**src/sli_pkg.sv**
```systemverilog
// Shared constants and types for the sorted list intersection core.
// No dependencies; imported by sorted_list_intersection_core.
`default_nettype none

package sli_pkg;

  // List store geometry
  localparam int LIST_DEPTH = 64;
  localparam int LIST_AW    = $clog2(LIST_DEPTH);
  localparam int CNT_W      = $clog2(LIST_DEPTH + 1);

  // Payload widths
  localparam int ID_W     = 16;
  localparam int ACTION_W = 2;

  // Input transaction kinds (carried on s_axis_tuser)
  typedef enum logic [ACTION_W-1:0] {
    ACT_LOAD_FIRST  = 2'd0,
    ACT_LOAD_SECOND = 2'd1,
    ACT_RUN         = 2'd2
  } action_t;

  // Control states
  typedef enum logic {
    ST_IDLE,
    ST_RUN
  } state_t;

endpackage

`default_nettype wire

```
**src/sorted_list_intersection_core.sv**
```systemverilog
// Sorted list intersection core: two list memories and a merge-walk sequencer.
// Depends on sli_pkg.
//
// Input stream (s_axis_*): tuser carries the action, tdata the document id.
// "Load first" / "load second" appends the id to that list; ids are expected
// strictly ascending. "Run" walks both lists and streams every common id in
// ascending order on m_axis_*, tlast on the final one. With no common id (or an
// empty list) one transaction with match_valid clear is sent. tuser[1] reports
// loads dropped on a full list since the previous run. A run empties both lists
// and clears that flag.
// Timing: loads stream back to back. A run has an accept step, compare steps
// (none if a list is empty) and a closing step; one compare per cycle while the
// walk is not frozen by a stall, set by the single registered read port of each
// list memory. The input is not ready during a run and reopens the cycle after
// closing, even while the final result waits. A match is held until the next
// match or the close so tlast can be attached.
// Stall: with m_axis_tready low and a result pending, the walk freezes before it
// would produce another result; nothing is lost.
// Reset (rst, synchronous): both lists empty, flag clear, output empty. The
// memories are not cleared; only counted entries are read.
`default_nettype none

module sorted_list_intersection_core
  import sli_pkg::*;
(
  input  wire logic                clk,
  input  wire logic                rst,
  // input stream
  input  wire logic                s_axis_tvalid,
  output logic                     s_axis_tready,
  input  wire logic [ID_W-1:0]     s_axis_tdata,   // [15:0] doc_id
  input  wire logic [ACTION_W-1:0] s_axis_tuser,   // [1:0] action
  // result stream
  output logic                     m_axis_tvalid,
  input  wire logic                m_axis_tready,
  output logic [ID_W-1:0]          m_axis_tdata,   // [15:0] match_id
  output logic [1:0]               m_axis_tuser,   // [0] match_valid, [1] overflowed
  output logic                     m_axis_tlast    // last
);

  // List memories
  logic [ID_W-1:0] first_mem  [LIST_DEPTH];
  logic [ID_W-1:0] second_mem [LIST_DEPTH];
  logic [ID_W-1:0] rd_first;
  logic [ID_W-1:0] rd_second;
  logic [LIST_AW-1:0] addr_first;
  logic [LIST_AW-1:0] addr_second;

  // Control state
  state_t          state, state_next;
  logic [CNT_W-1:0] first_count, second_count;
  logic            overflow_flag;
  logic [CNT_W-1:0] a_idx, b_idx;
  logic [CNT_W-1:0] a_next, b_next;
  logic            hold_valid;
  logic [ID_W-1:0] hold_id;

  // Output register
  logic            out_valid;
  logic [ID_W-1:0] out_id;
  logic            out_mv;
  logic            out_last;
  logic            out_ovf;

  // Combinational controls
  action_t         act;
  logic            in_fire;
  logic            walk_more;
  logic            ids_equal;
  logic            first_lower;
  logic            out_free;
  logic            a_step, b_step;
  logic            push;
  logic [ID_W-1:0] push_id;
  logic            push_mv;
  logic            push_last;
  logic            hold_load;
  logic            run_done;

  assign act         = action_t'(s_axis_tuser);
  assign s_axis_tready = (state == ST_IDLE);
  assign in_fire     = s_axis_tvalid && s_axis_tready;
  assign walk_more   = (a_idx < first_count) && (b_idx < second_count);
  assign ids_equal   = (rd_first == rd_second);
  assign first_lower = (rd_first < rd_second);
  assign out_free    = !out_valid || m_axis_tready;
  assign a_next      = a_idx + CNT_W'(a_step);
  assign b_next      = b_idx + CNT_W'(b_step);

  // Next-state and walk decisions
  always_comb begin
    state_next = state;
    a_step     = 1'b0;
    b_step     = 1'b0;
    push       = 1'b0;
    push_id    = '0;
    push_mv    = 1'b0;
    push_last  = 1'b0;
    hold_load  = 1'b0;
    run_done   = 1'b0;
    case (state)
      ST_IDLE: begin
        if (in_fire && act == ACT_RUN) begin
          state_next = ST_RUN;
        end
      end
      ST_RUN: begin
        if (walk_more) begin
          if (ids_equal) begin
            // a new match pushes the previously held one out
            if (!hold_valid || out_free) begin
              a_step    = 1'b1;
              b_step    = 1'b1;
              hold_load = 1'b1;
              push      = hold_valid;
              push_id   = hold_id;
              push_mv   = 1'b1;
            end
          end else if (first_lower) begin
            a_step = 1'b1;
          end else begin
            b_step = 1'b1;
          end
        end else if (out_free) begin
          // closing transaction: held match or empty answer, marked last
          push       = 1'b1;
          push_id    = hold_valid ? hold_id : '0;
          push_mv    = hold_valid;
          push_last  = 1'b1;
          run_done   = 1'b1;
          state_next = ST_IDLE;
        end
      end
      default: begin
        state_next = ST_IDLE;
      end
    endcase
  end

  // Read addresses follow the step decision so data is ready next cycle
  always_comb begin
    if (state == ST_RUN) begin
      addr_first  = a_next[LIST_AW-1:0];
      addr_second = b_next[LIST_AW-1:0];
    end else begin
      addr_first  = '0;
      addr_second = '0;
    end
  end

  // Memory writes on loads, registered reads
  always_ff @(posedge clk) begin
    if (in_fire && act == ACT_LOAD_FIRST && first_count < CNT_W'(LIST_DEPTH)) begin
      first_mem[first_count[LIST_AW-1:0]] <= s_axis_tdata;
    end
    if (in_fire && act == ACT_LOAD_SECOND && second_count < CNT_W'(LIST_DEPTH)) begin
      second_mem[second_count[LIST_AW-1:0]] <= s_axis_tdata;
    end
    rd_first  <= first_mem[addr_first];
    rd_second <= second_mem[addr_second];
  end

  // State register
  always_ff @(posedge clk) begin
    if (rst) begin
      state <= ST_IDLE;
    end else begin
      state <= state_next;
    end
  end

  // Counts, overflow flag, walk indices and held match
  always_ff @(posedge clk) begin
    if (rst) begin
      first_count   <= '0;
      second_count  <= '0;
      overflow_flag <= 1'b0;
      a_idx         <= '0;
      b_idx         <= '0;
      hold_valid    <= 1'b0;
    end else begin
      if (in_fire) begin
        case (act)
          ACT_LOAD_FIRST: begin
            if (first_count < CNT_W'(LIST_DEPTH)) begin
              first_count <= first_count + CNT_W'(1);
            end else begin
              overflow_flag <= 1'b1;
            end
          end
          ACT_LOAD_SECOND: begin
            if (second_count < CNT_W'(LIST_DEPTH)) begin
              second_count <= second_count + CNT_W'(1);
            end else begin
              overflow_flag <= 1'b1;
            end
          end
          ACT_RUN: begin
            a_idx      <= '0;
            b_idx      <= '0;
            hold_valid <= 1'b0;
          end
          default: begin
          end
        endcase
      end
      if (state == ST_RUN) begin
        a_idx <= a_next;
        b_idx <= b_next;
      end
      if (hold_load) begin
        hold_valid <= 1'b1;
      end
      if (run_done) begin
        first_count   <= '0;
        second_count  <= '0;
        overflow_flag <= 1'b0;
        hold_valid    <= 1'b0;
      end
    end
  end

  // Held match payload
  always_ff @(posedge clk) begin
    if (hold_load) begin
      hold_id <= rd_first;
    end
  end

  // Output register
  always_ff @(posedge clk) begin
    if (rst) begin
      out_valid <= 1'b0;
    end else if (push) begin
      out_valid <= 1'b1;
    end else if (m_axis_tready) begin
      out_valid <= 1'b0;
    end
  end

  always_ff @(posedge clk) begin
    if (push) begin
      out_id   <= push_id;
      out_mv   <= push_mv;
      out_last <= push_last;
      out_ovf  <= overflow_flag;
    end
  end

  assign m_axis_tvalid = out_valid;
  assign m_axis_tdata  = out_id;
  assign m_axis_tuser  = {out_ovf, out_mv};
  assign m_axis_tlast  = out_last;

  // Checks
  a_idx_in_range: assert property (@(posedge clk) disable iff (rst)
    (state == ST_RUN) |-> (a_idx <= first_count && b_idx <= second_count))
    else $error("walk index passed list count");

  a_empty_is_last: assert property (@(posedge clk) disable iff (rst)
    (m_axis_tvalid && !m_axis_tuser[0]) |-> m_axis_tlast)
    else $error("empty answer without last mark");

  a_run_clears: assert property (@(posedge clk) disable iff (rst)
    run_done |=> (first_count == '0 && second_count == '0 && !overflow_flag
                  && state == ST_IDLE && m_axis_tvalid && m_axis_tlast))
    else $error("run did not close cleanly");

  a_hold_in_run: assert property (@(posedge clk) disable iff (rst)
    hold_valid |-> (state == ST_RUN))
    else $error("held match outside a run");

endmodule

`default_nettype wire
```
**config.mk**
```make
export PLATFORM = sky130hd
export DESIGN_NAME = sorted_list_intersection_core
export DESIGN_NICKNAME = d
export VERILOG_FILES = /design/src/sli_pkg.sv /design/src/sorted_list_intersection_core.sv
export SDC_FILE = /design/constraint.sdc
export NUM_CORES = 2
export LEC_CHECK = 0
export CORE_MARGIN = 5
export CORE_UTILIZATION = 35
export DETAILED_ROUTE_END_ITERATION = 12
export DONT_BUFFER_PORTS = 1
export SYNTH_ARGS = -nofsm -noshare
export SYNTH_HDL_FRONTEND = slang
export SYNTH_SLANG_ARGS = --single-unit
```
**constraint.sdc**
```tcl
create_clock -name clk -period 4.8 [get_ports clk]
set_input_delay 0.96 -clock clk [delete_from_list [all_inputs] [get_ports clk]]
set_output_delay 0.96 -clock clk [all_outputs]
set_load 0.005 [all_outputs]
```
==> results_tabular.tex <==
\begin{tabular}{lr}
\hline
Metric & Value \\
\hline
\multicolumn{2}{l}{\textbf{Outcome}} \\
Run status & completed \\
\multicolumn{2}{l}{\textbf{Layout}} \\
Area of all placed cells without fillers & 0.100 mm2 \\
Proportion of layout cells with a drive suffix above 1 & 0.210 \\
Number of nets in the finished design & 5,795 \\
Area growth from synthesis to layout & 18.5\% \\
\multicolumn{2}{l}{\textbf{Floorplanning}} \\
Floorplan Core Area & 0.241 mm2 \\
Die width & 502 um \\
Die ar. & 0.252 mm2 \\
Height of the die & 502 um \\
Rows & 180 \\
Io pins & 43 \\
Starting density of the core & 0.352 \\
\multicolumn{2}{l}{\textbf{STA}} \\
Slew of the pin with the lowest slew margin & 1.14 ns \\
Pins Over Slew Limit & 0 \\
Post-Route Hold Slack & 0.182 ns \\
Tmin final & 4.75 ns \\
Number of setup violations in the final report & 0 \\
Final Hold Violating Endpoints & 0 \\
Slew margin rel. & 0.236 \\
Max Freq & 0.211 GHz \\
Worst Clk Skew & 0.0417 ns \\
Crit share post-route & 0.989 \\
\multicolumn{2}{l}{\textbf{Power and ir drop}} \\
Proportion of power drawn by combinational gates & 0.006 \\
Clock power share & 0.447 \\
Overall Power & 37.6 mW \\
Static leakage & 32.0 nW \\
Highest ir drop seen on vdd & 0.426 mV \\
Power share of the sequential group & 0.547 \\
Net switching share of the total power & 0.195 \\
Power per cell area & 375 mW/mm2 \\
Internal power component & 30.3 mW \\
Reported net switching power & 7.33 mW \\
\multicolumn{2}{l}{\textbf{Clock network}} \\
Number of hold buffers added after cts & 0 \\
Latest clock arrival within the worst-skew pair & 0.85 ns \\
Clock Root Buffer & sky130\_fd\_sc\_hd\_\_clkbuf\_16 \\
H-tree depth & 4 \\
Buffer depth of the longest clock path & 3 \\
Clock transition at path regs & 0.07 ns \\
Num CTS Buffers & 207 \\
Sinks on the clock net & 2,147 \\
CTS tree & built \\
\multicolumn{2}{l}{\textbf{Setup path}} \\
Worst R2R Start & rd\_second[8] \\
Crit Reg-Reg Endpoint & rd\_second[3] \\
Worst setup startpoint & rd\_second[8] \\
Worst reg-to-reg setup slack & 0.05 ns \\
Crit-path most repeated cell & sky130\_fd\_sc\_hd\_\_buf\_12 \\
Largest incremental delay on the critical path & 0.45 ns \\
Worst path top cell family by delay & compound AO/OA/AOI/OAI gates \\
Sort of element at the start of the critical path & register \\
Worst path arrival time & 5.48 ns \\
Setup crit end kind & register \\
Critical-path maximum fanout & 27 \\
Setup CP Type & reg2reg \\
Required arrival time at the worst endpoint & 5.53 ns \\
Number of buffer and inverter instances along the worst setup path & 5 \\
Depth of the worst register-to-register path & 21 \\
Cell-by-cell trace of the critical path & inv\_1 -> ha\_1 -> a21o\_1 -> a21o\_1 -> a211oi\_2 -> o32a\_1 -> a31oi\_2 -> nor3\_2 -> nor4\_4 -> ha\_4 -> ha\_4 -> xor2\_4 -> buf\_12 -> buf\_4 -> nand2\_2 -> buf\_12 -> buf\_12 -> o21ai\_0 -> o211ai\_1 -> nand4\_1 -> a211o\_1 \\
WP depth & 21 \\
Last element of the critical path & rd\_second[3] \\
Cell type of the slowest stage on the worst timing path & sky130\_fd\_sc\_hd\_\_o211ai\_1 \\
\multicolumn{2}{l}{\textbf{Synthesis}} \\
YS warnings & 0 \\
Async S/R FF share, synth & 0 \\
Library cell with the largest summed area after synthesis & sky130\_fd\_sc\_hd\_\_edfxtp\_1 \\
Portion of the post-synthesis area used by sequential elements & 0.754 \\
Average cell area after synthesis & 16.1 um2 \\
Gate count after technology mapping & 5,252 \\
Post-synthesis net count & 5,308 \\
Most used standard cell by instance count after synthesis & sky130\_fd\_sc\_hd\_\_edfxtp\_1 \\
Fraction of post-synthesis cell area in the top cell type by area & 0.738 \\
Cells taking the most area after synthesis & sky130\_fd\_sc\_hd\_\_edfxtp\_1, sky130\_fd\_sc\_hd\_\_mux4\_2, sky130\_fd\_sc\_hd\_\_mux2i\_1, sky130\_fd\_sc\_hd\_\_nand2\_1, sky130\_fd\_sc\_hd\_\_dfxtp\_1 \\
Synthesized cell area & 0.0847 mm2 \\
Number of distinct library cells after synthesis & 79 \\
Yosys reg bits & 2,147 \\
Primary FF master, synth & sky130\_fd\_sc\_hd\_\_edfxtp\_1 \\
Synth top cells by count & sky130\_fd\_sc\_hd\_\_edfxtp\_1, sky130\_fd\_sc\_hd\_\_nand2\_1, sky130\_fd\_sc\_hd\_\_nor2\_1 \\
Number of synthesized flops with an enable pin & 2,083 \\
\multicolumn{2}{l}{\textbf{Global routing}} \\
Antenna violations before repair & 14 \\
Largest net degree at the start of global routing & 129 \\
Wire length of the first global-routing pass & 369 mm \\
Number of global-route vias before repair & 49,900 \\
GRT Residual Overflow & 0 \\
Aggregate global-route resource usage & 0.201 \\
\multicolumn{2}{l}{\textbf{Placed design}} \\
Post-DP HPWL & 159 mm \\
Count of buffers from port buffering & 0 \\
Dpl cell area & 0.0929 mm2 \\
Routability congestion estimate from global placement & 0.915 \\
\multicolumn{2}{l}{\textbf{Drt}} \\
WL/cell & 28.5 um \\
Overall routed net length & 259 mm \\
Post-route DRC & 0 \\
Total iterations of the first detailed-routing run & 8 \\
Total number of vias & 51,700 \\
Antenna viol nets, final & 0 \\
Post-DR vias/cell & 5.68 \\
DRC marker count from the first detailed-route iteration & 7,302 \\
\multicolumn{2}{l}{\textbf{Job}} \\
Number of max-cap violations & 0 \\
\multicolumn{2}{l}{\textbf{Hold path}} \\
Path type of the worst min-delay path & in2reg \\
\hline
\end{tabular}
[per-layer routing]
| layer | track usage | up-vias | wire length [um] |
|---|---|---|---|
| met5 | 0 | - | 0 |
| met4 | 0.0769 | 0 | 11100 |
| met3 | 0.0454 | 553 | 25500 |
| met2 | 0.314 | 2845 | 119000 |
| met1 | 0.274 | 26400 | 103000 |
| li1 | - | 21900 | - |
[cells in the final DEF (no fill, tap or decap), types with 33 or more instances in the layout]
master,instances
sky130_fd_sc_hd__clkbuf_16,213
sky130_fd_sc_hd__mux4_2,117
sky130_fd_sc_hd__a31oi_1,49
sky130_fd_sc_hd__o22ai_1,62
sky130_fd_sc_hd__edfxtp_1,2083
sky130_fd_sc_hd__clkbuf_1,43
sky130_fd_sc_hd__nor3_1,64
sky130_fd_sc_hd__nand3_1,136
sky130_fd_sc_hd__a21oi_1,186
sky130_fd_sc_hd__a211oi_1,38
sky130_fd_sc_hd__dfxtp_1,49
sky130_fd_sc_hd__clkinv_1,44
sky130_fd_sc_hd__buf_4,538
sky130_fd_sc_hd__nor2_1,323
sky130_fd_sc_hd__buf_12,78
sky130_fd_sc_hd__o211ai_1,49
sky130_fd_sc_hd__and3_1,49
sky130_fd_sc_hd__a311oi_1,53
sky130_fd_sc_hd__a222oi_1,45
sky130_fd_sc_hd__o21ai_0,186
sky130_fd_sc_hd__clkinv_2,33
sky130_fd_sc_hd__mux2i_1,235
sky130_fd_sc_hd__nand2_1,468
sky130_fd_sc_hd__mux2_2,103
sky130_fd_sc_hd__o221ai_1,92
[power groups by stage]
stage	logic (mW)	clock network, mW	registers, mW
floorplan	0.111	0	21.0
global placement	0.210	0	21.0
detailed placement	0.211	0	21.0
CTS	0.214	17.0	20.6
global route	0.232	17.9	20.6
finish	0.223	16.8	20.6
[sequential cells by signal (all words and copies together), names as in the netlist]
signal	flops
hold_id	16
m_axis_tdata	16
hold_valid	1
first_count	7
out_mv	1
state	1
b_idx	7
a_idx	7
m_axis_tlast	1
m_axis_tvalid	1
rd_first	16
second_count	7
rd_second	16
overflow_flag	1
first_mem	1024
second_mem	1024
out_ovf	1
[through the flow]
step           setup slack (ns)  std cells   util  setup TNS, ns
2_1_floorplan             0.420       5252      -              0
3_3_place_gp             -0.773       8699  0.386          -9.18
3_5_place_dp             -0.626       8699  0.386          -7.08
4_1_cts                 0.00199       9094  0.416              0
5_1_grt                -0.00519       9104  0.417       -0.00764
6_report                 0.0544       9107  0.417              0
[cell type report]
class                      count  area [um2]
multi-input combinational   2729       19700
clock inverter               130        1440
fill                       21300      140000
antenna                        4        10.0
clock buffer                 258        5520
sequential                  2147       63900
tap                         3185        3990
inverter                      35         146
timing repair buffer         619        5650
[timing repair]
action	in CTS	in global routing
resized for setup	31	45
pin swaps	26	26
setup endpoints to repair	31	29
setup buffers	7	9
[worst min-delay path by stage]
stage / from / end / cells past startpoint
finish: rst / a_idx[3] / 1
global route: rst / b_idx[2] / 1
CTS: rst / b_idx[2] / 1
detailed placement: hold_valid / hold_valid / 2
global placement: hold_valid / hold_valid / 2
floorplan: rd_first[0] / hold_id[0] / 0
[kinds of logic after synthesis]
family | share of synthesized area
flops | 0.754
simple gates | 0.0608
compound gates | 0.0857
mux | 0.0730
buf+inv | 0.0195
fa+ha+maj | 0.00502
xor+xnor | 0.00233
No activity file was read; power rests on OpenSTA's default activity.
